===== src/sv/ss_pkg.sv =====
package ss_pkg;

    localparam int KEY_BYTES = 16;
    localparam int KEY_W     = 8 * KEY_BYTES;
    localparam int LEN_W     = 5;
    localparam int CFG_W     = 64;
    localparam int CFG_IDX_W = 2;
    localparam int POS_W     = 32;
    localparam int IDX_W     = 7;

    localparam logic [CFG_IDX_W-1:0] REG_KEY_LOW  = 2'd0;
    localparam logic [CFG_IDX_W-1:0] REG_KEY_HIGH = 2'd1;
    localparam logic [CFG_IDX_W-1:0] REG_KEY_LEN  = 2'd2;

    localparam logic [LEN_W-1:0] KEY_LEN_RESET = 5'd1;

    typedef struct packed {
        logic [KEY_W-1:0] key;
        logic [LEN_W-1:0] len;
    } t_key_cfg;

    typedef struct packed {
        logic             found;
        logic [POS_W-1:0] offset;
        logic             eos;
    } t_result;

    // Key byte at a given place; places beyond the stored key read as zero.
    function automatic logic [7:0] key_byte(logic [KEY_W-1:0] key, logic [IDX_W-1:0] idx);
        logic [7:0] b;
        b = '0;
        if (idx < IDX_W'(KEY_BYTES)) begin
            b = key[{idx[3:0], 3'b000} +: 8];
        end
        return b;
    endfunction

endpackage


===== src/sv/ss_key_regs.sv =====
module ss_key_regs (
    input  logic                          i_clk,
    input  logic                          i_rst_n,
    input  logic                          i_cfg_we,
    input  logic [ss_pkg::CFG_IDX_W-1:0]  i_cfg_idx,
    input  logic [ss_pkg::CFG_W-1:0]      i_cfg_data,
    output ss_pkg::t_key_cfg              o_cfg
);
    import ss_pkg::*;

    logic [CFG_W-1:0] r_key_low;
    logic [CFG_W-1:0] r_key_high;
    logic [LEN_W-1:0] r_key_len;

    always_ff @(posedge i_clk) begin
        if (!i_rst_n) begin
            r_key_low  <= '0;
            r_key_high <= '0;
            r_key_len  <= KEY_LEN_RESET;
        end else if (i_cfg_we) begin
            unique case (i_cfg_idx)
                REG_KEY_LOW:  r_key_low  <= i_cfg_data;
                REG_KEY_HIGH: r_key_high <= i_cfg_data;
                REG_KEY_LEN:  r_key_len  <= i_cfg_data[LEN_W-1:0];
                default: begin
                end
            endcase
        end
    end

    assign o_cfg.key = {r_key_high, r_key_low};
    assign o_cfg.len = r_key_len;

endmodule


===== src/sv/ss_matcher.sv =====
module ss_matcher #(
    parameter int KEY_MAX = 16
) (
    input  logic              i_clk,
    input  logic              i_rst_n,
    input  logic              i_step,
    input  logic [7:0]        i_byte,
    input  logic              i_last,
    input  logic              i_fresh,
    input  ss_pkg::t_key_cfg  i_cfg,
    output logic              o_emit,
    output ss_pkg::t_result   o_result
);
    import ss_pkg::*;

    localparam int FW = $clog2(KEY_MAX + 1);
    localparam int CW = (FW > LEN_W) ? FW : LEN_W;

    logic [7:0]       r_win [KEY_MAX];
    logic [FW-1:0]    r_fill;
    logic [POS_W-1:0] r_pos;

    logic [7:0]       win_sh [KEY_MAX];
    logic [FW-1:0]    fill_base;
    logic [FW-1:0]    fill_inc;
    logic [POS_W-1:0] pos_base;
    logic [POS_W-1:0] pos_inc;
    logic [CW-1:0]    len_ext;
    logic [CW-1:0]    len_c;
    logic [CW-1:0]    idx;
    logic             hit;

    always_comb begin
        fill_base = i_fresh ? '0 : r_fill;
        pos_base  = i_fresh ? '0 : r_pos;
        // newest byte enters at entry 0; a new source flushes the old bytes
        win_sh[0] = i_byte;
        for (int k = 1; k < KEY_MAX; k++) begin
            win_sh[k] = i_fresh ? 8'h00 : r_win[k-1];
        end
        fill_inc = (fill_base == FW'(KEY_MAX)) ? fill_base : fill_base + 1'b1;
        pos_inc  = (pos_base == '1) ? pos_base : pos_base + 1'b1;

        len_ext = CW'(i_cfg.len);
        len_c   = (len_ext > CW'(KEY_MAX)) ? CW'(KEY_MAX) : len_ext;

        hit = (len_c != '0) && (CW'(fill_inc) >= len_c);
        idx = '0;
        for (int k = 0; k < KEY_MAX; k++) begin
            idx = len_c - 1'b1 - CW'(k);
            if (CW'(k) < len_c) begin
                if (win_sh[k] != key_byte(i_cfg.key, IDX_W'(idx))) begin
                    hit = 1'b0;
                end
            end
        end
    end

    always_ff @(posedge i_clk) begin
        if (!i_rst_n) begin
            for (int k = 0; k < KEY_MAX; k++) begin
                r_win[k] <= 8'h00;
            end
            r_fill <= '0;
            r_pos  <= '0;
        end else if (i_step) begin
            for (int k = 0; k < KEY_MAX; k++) begin
                r_win[k] <= hit ? 8'h00 : win_sh[k];
            end
            r_fill <= hit ? '0 : fill_inc;
            r_pos  <= pos_inc;
        end
    end

    assign o_emit          = hit | i_last;
    assign o_result.found  = hit;
    assign o_result.offset = hit ? pos_inc : '0;
    assign o_result.eos    = i_last;

endmodule


===== src/sv/substring_search.sv =====
// Exact key search over a byte stream.
// Input items (one source byte each) arrive on the s_axis group: tdata holds
// the byte, tlast marks the final byte of a source, tuser starts a new
// source (window and position cleared before that byte).
// Result items leave on the m_axis group: tdata is the position just past a
// match (zero when none), tuser is the found flag, tlast closes the source.
// A result is produced when the key matches at a byte or at a final byte;
// other bytes produce nothing. Matches never overlap.
// The key and its length are written through the cfg port while idle, a rule
// for the user, not enforced by the block. One item per cycle while the
// receiver does not stall; input register, then compare and result register.
// Reset (synchronous, active low) empties both registers, clears window and
// position, and sets the key to zero with length one.
// When the receiver stalls, the result register holds and s_axis tready
// drops only once the input register is also full.
module substring_search #(
    parameter int KEY_MAX = 16
) (
    input  logic                          i_clk,
    input  logic                          i_rst_n,
    input  logic                          i_cfg_we,
    input  logic [ss_pkg::CFG_IDX_W-1:0]  i_cfg_idx,
    input  logic [ss_pkg::CFG_W-1:0]      i_cfg_data,
    input  logic                          i_s_axis_tvalid,
    output logic                          o_s_axis_tready,
    input  logic [7:0]                    i_s_axis_tdata,  // data_byte
    input  logic                          i_s_axis_tlast,  // last_byte
    input  logic                          i_s_axis_tuser,  // new_source
    output logic                          o_m_axis_tvalid,
    input  logic                          i_m_axis_tready,
    output logic [ss_pkg::POS_W-1:0]      o_m_axis_tdata,  // match_end_offset
    output logic                          o_m_axis_tlast,  // end_of_source
    output logic                          o_m_axis_tuser   // found
);
    import ss_pkg::*;

    t_key_cfg cfg;
    t_result  result;
    logic     emit;
    logic     advance;
    logic     step;

    logic       r_in_valid;
    logic [7:0] r_in_byte;
    logic       r_in_last;
    logic       r_in_fresh;
    logic       r_out_valid;
    t_result    r_out;

    ss_key_regs u_key_regs (
        .i_clk      (i_clk),
        .i_rst_n    (i_rst_n),
        .i_cfg_we   (i_cfg_we),
        .i_cfg_idx  (i_cfg_idx),
        .i_cfg_data (i_cfg_data),
        .o_cfg      (cfg)
    );

    ss_matcher #(.KEY_MAX(KEY_MAX)) u_matcher (
        .i_clk    (i_clk),
        .i_rst_n  (i_rst_n),
        .i_step   (step),
        .i_byte   (r_in_byte),
        .i_last   (r_in_last),
        .i_fresh  (r_in_fresh),
        .i_cfg    (cfg),
        .o_emit   (emit),
        .o_result (result)
    );

    assign advance         = !r_out_valid || i_m_axis_tready;
    assign step            = r_in_valid && advance;
    assign o_s_axis_tready = !r_in_valid || advance;

    always_ff @(posedge i_clk) begin
        if (!i_rst_n) begin
            r_in_valid  <= 1'b0;
            r_out_valid <= 1'b0;
        end else begin
            if (i_s_axis_tvalid && o_s_axis_tready) begin
                r_in_valid <= 1'b1;
            end else if (step) begin
                r_in_valid <= 1'b0;
            end
            if (step && emit) begin
                r_out_valid <= 1'b1;
            end else if (i_m_axis_tready) begin
                r_out_valid <= 1'b0;
            end
        end
    end

    always_ff @(posedge i_clk) begin
        if (i_s_axis_tvalid && o_s_axis_tready) begin
            r_in_byte  <= i_s_axis_tdata;
            r_in_last  <= i_s_axis_tlast;
            r_in_fresh <= i_s_axis_tuser;
        end
        if (step && emit) begin
            r_out <= result;
        end
    end

    assign o_m_axis_tvalid = r_out_valid;
    assign o_m_axis_tdata  = r_out.offset;
    assign o_m_axis_tlast  = r_out.eos;
    assign o_m_axis_tuser  = r_out.found;

endmodule


===== config.mk =====
export PLATFORM = sky130hd
export DESIGN_NAME = substring_search
export DESIGN_NICKNAME = d
export VERILOG_FILES = /design/src/sv/ss_pkg.sv /design/src/sv/ss_key_regs.sv /design/src/sv/ss_matcher.sv /design/src/sv/substring_search.sv
export SDC_FILE = /design/constraint.sdc
export NUM_CORES = 1
export LEC_CHECK = 0
export BUFFER_PORTS_ARGS = -buffer_cell sky130_fd_sc_hd__buf_2
export CORE_AREA = 2 2 211 213
export DETAILED_ROUTE_END_ITERATION = 10
export DIE_AREA = 0 0 213 215
export GPL_TIMING_DRIVEN = 0
export PLACE_DENSITY = 0.85
export SYNTH_ARGS = -nofsm -noshare
export SYNTH_HDL_FRONTEND = slang
export SYNTH_HIERARCHICAL = 1
export SYNTH_SLANG_ARGS = --single-unit

===== constraint.sdc =====
create_clock -name i_clk -period 8.27 [get_ports i_clk]
set_input_delay 2.481 -clock i_clk [delete_from_list [all_inputs] [get_ports i_clk]]
set_output_delay 2.481 -clock i_clk [all_outputs]
set_load 0.03 [all_outputs]

==> metrics.txt <==
status complete, but fails checks; failing checks negative setup slack; Worst Path Max Fanout 23; Core Rows 77; routed wire length 115000 um; most common cell in the netlist nand2_1; layout cells sized above 1 0.150; CTS Buf Count 36; die area 45800 um^2; initial antenna violation count 5; placed cells 3374; GRT Util Overall 0.497; largest net degree at the start of global routing 62; Seq/Total Area, Yosys 0.342; count of final hold-check violations 0; Final #Nets 2917; Die Width 213 um; CTS clk-pin slew, worst paths 60 ps; worst setup margin -101 ps; area of the core 43600 um^2; Initial Util 0.561; Cells after Synth 2664; Reg2Reg Depth 26; area leader, netlist edfxtp_1; Yosys cell types 92; Top FF cell, synth dfxtp_1; Non-Filler Instances 3444; Finish-stage setup viols 34; first-pass GRT wire length 162000 um; Required @ worst endpoint 8530 ps; Post-synth EDFFs 164; CTS Buffer Depth 3; vias 24800; Hold Path Class flip-flop to flip-flop; r2r setup slk -100 ps; Die H 215 um; Fmax achieved 119 MHz; Root Driver clkbuf_16; Final Cycle Share 1.01; IO Port Bufs 116; drt initial violations 3857; clk sinks 336; FILL cells 3615; RR Startpoint u_key_regs/r_key_len[0]; vias in the first global route 23100; Peak VDD IR 0.187 mV; worst setup path start u_key_regs/r_key_len[0]; pwr dens 178 nW/um^2; Startpoint Class flip-flop; post-layout util 0.624; area delta synth->final 11.3%; Min-Delay Startpoint u_key_regs/r_key_len[1]; vias per cell 7.20; total iterations of the first detailed-routing run 9; wire per inst 33.5 um; global route overflow 0; list of most frequent post-synthesis cells nand2_1 (443), mux2i_1 (341), dfxtp_1 (172); P_leak 10.2 nW; Critical R2R Capture o_m_axis_tdata[27]; Hold Buf Count CTS 0; synthesized flop and latch total 336; drt drc 0; Antenna Nets Post-Route 0; ys async rst share 0; max-cap violation count 0; Slew headroom 0.0786; minimum clock period 8370 ps; Clock Latency Late Sink 580 ps; Warnings, synthesis 6; Avg Inst Size Synth 9.19 um^2; Critical Setup Path Class flip-flop to flip-flop; Post-Place Setup Slack -2110 ps; fin. max-slew vios 0; CTS tree done; Worst Setup EP o_m_axis_tdata[27]; crit path DAT 8640 ps; skew final 31.7 ps; Hold Crit Depth 2; Yosys top cell area share 0.201; CP Capture Type flip-flop; number of top-level pins 117; RD Place Congestion 1.15; H-tree depth 2; syn nets 2759; Area contributors post-synth edfxtp_1 (20%), dfxtp_1 (14%), mux2i_1 (14%); Post-Synthesis Cell Area 24500 um^2; measured slew at the worst slew-check pin 1380 ps; detailed placement HPWL 89000 um
==> what timing repair did <==
item / CTS / global route
setup buffers: 3 / 0
pin swaps: 2 / 0
endpoints found under the setup margin: 193 / 53
gates resized for setup: 26 / 19
==> worst max-delay path, cell delays in order, from the launching register on <==
cell	delay [ps]
dfxtp_1	570
nand2b_1	90
buf_4	230
inv_4	200
buf_6	250
buf_6	250
buf_4	290
buf_4	300
ha_1	360
ha_1	610
clkbuf_2	490
clkbuf_2	560
mux2i_2	570
mux2i_1	300
nor4b_1	350
a31oi_1	70
o22ai_1	160
nand4_1	160
a211oi_1	490
nand4_1	360
nor2_1	210
buf_4	230
buf_4	200
or2_2	120
nand2_1	110
nor2_4	230
buf_8	220
==> flip-flops by register name, summed over array words and instances (netlist names) <==
signal	cells
u_matcher/r_win	120
u_key_regs/r_key_high	64
u_key_regs/r_key_low	64
o_m_axis_tdata	32
u_matcher/r_pos	32
r_in_byte	8
u_key_regs/r_key_len	5
u_matcher/r_fill	5
o_m_axis_tlast	1
o_m_axis_tuser	1
o_m_axis_tvalid	1
r_in_fresh	1
r_in_last	1
r_in_valid	1
==> cell type report <==
class                           count  area, um^2  area share
Multi-Input combinational cell   2066       14900       0.546
Clock inverter                     17         226     0.00832
Buffer                            212        1150      0.0422
Inverter                           49         193     0.00708
Clock buffer                       48        1020      0.0374
Timing Repair Buffer              121         646      0.0237
Tap cell                          592         741      0.0272
Antenna cell                        3        7.51    0.000276
Sequential cell                   336        8370       0.307
==> layout by cell type (no fill, tap or decap), drive strengths merged, types with 92 or more instances in the layout <==
cell type    n
buf        233
clkbuf     148
dfxtp      172
edfxtp     164
mux2i      341
nand2      443
nor2       128
nor2b       92
nor3       139
o21ai       99
==> stage by stage <==
| step | area (um^2) | setup TNS, ps | power, mW | hold slack, ps |
|---|---|---|---|---|
| after CTS | 27200 | 0 | 4.75 | 466 |
| after floorplan | 24500 | 0 | 2.63 | 436 |
| after global routing | 27200 | -184 | 4.93 | 490 |
| final | 27200 | -2930 | 4.84 | 460 |
| after global placement | 25800 | -304080 | 3.03 | 449 |
| after detailed placement | 25800 | -246120 | 3.04 | 458 |
==> cells by family (layout without fill, tap and decap cells) <==
family / Yosys count / in the layout / share of synthesized area
mux: 435 / 435 / 0.217
xor+xnor: 126 / 126 / 0.0451
other cells: 0 / 3 / 0
flops: 336 / 336 / 0.342
buf+inv: 262 / 447 / 0.0533
simple gates: 1032 / 1032 / 0.204
fa+ha+maj: 14 / 14 / 0.00716
compound gates: 459 / 459 / 0.131
==> where the power goes <==
part           switching (mW)  total, mW  leakage, nW  internal, mW
logic                   0.783       1.17         6.52         0.391
registers               0.118       1.94         3.06          1.82
clock network           0.701       1.73        0.603          1.03
==> layer usage <==
metal  wire length [um]  part of all wire  global-route usage
met1              41800              0.36               0.632
met2              45500              0.39               0.676
met3              18900              0.16               0.224
met4               9230             0.080               0.323
met5                 27           0.00023             0.00539
==> worst min-delay path by stage <==
stage | to | slack, ps
2_1_floorplan | u_key_regs/r_key_len[1] | 440
3_3_place_gp | u_key_regs/r_key_len[1] | 450
3_5_place_dp | u_key_regs/r_key_len[1] | 460
4_1_cts | u_key_regs/r_key_len[1] | 470
5_1_grt | u_key_regs/r_key_len[1] | 490
6_report | u_key_regs/r_key_len[1] | 460
Power figures use the tool's default switching activity.
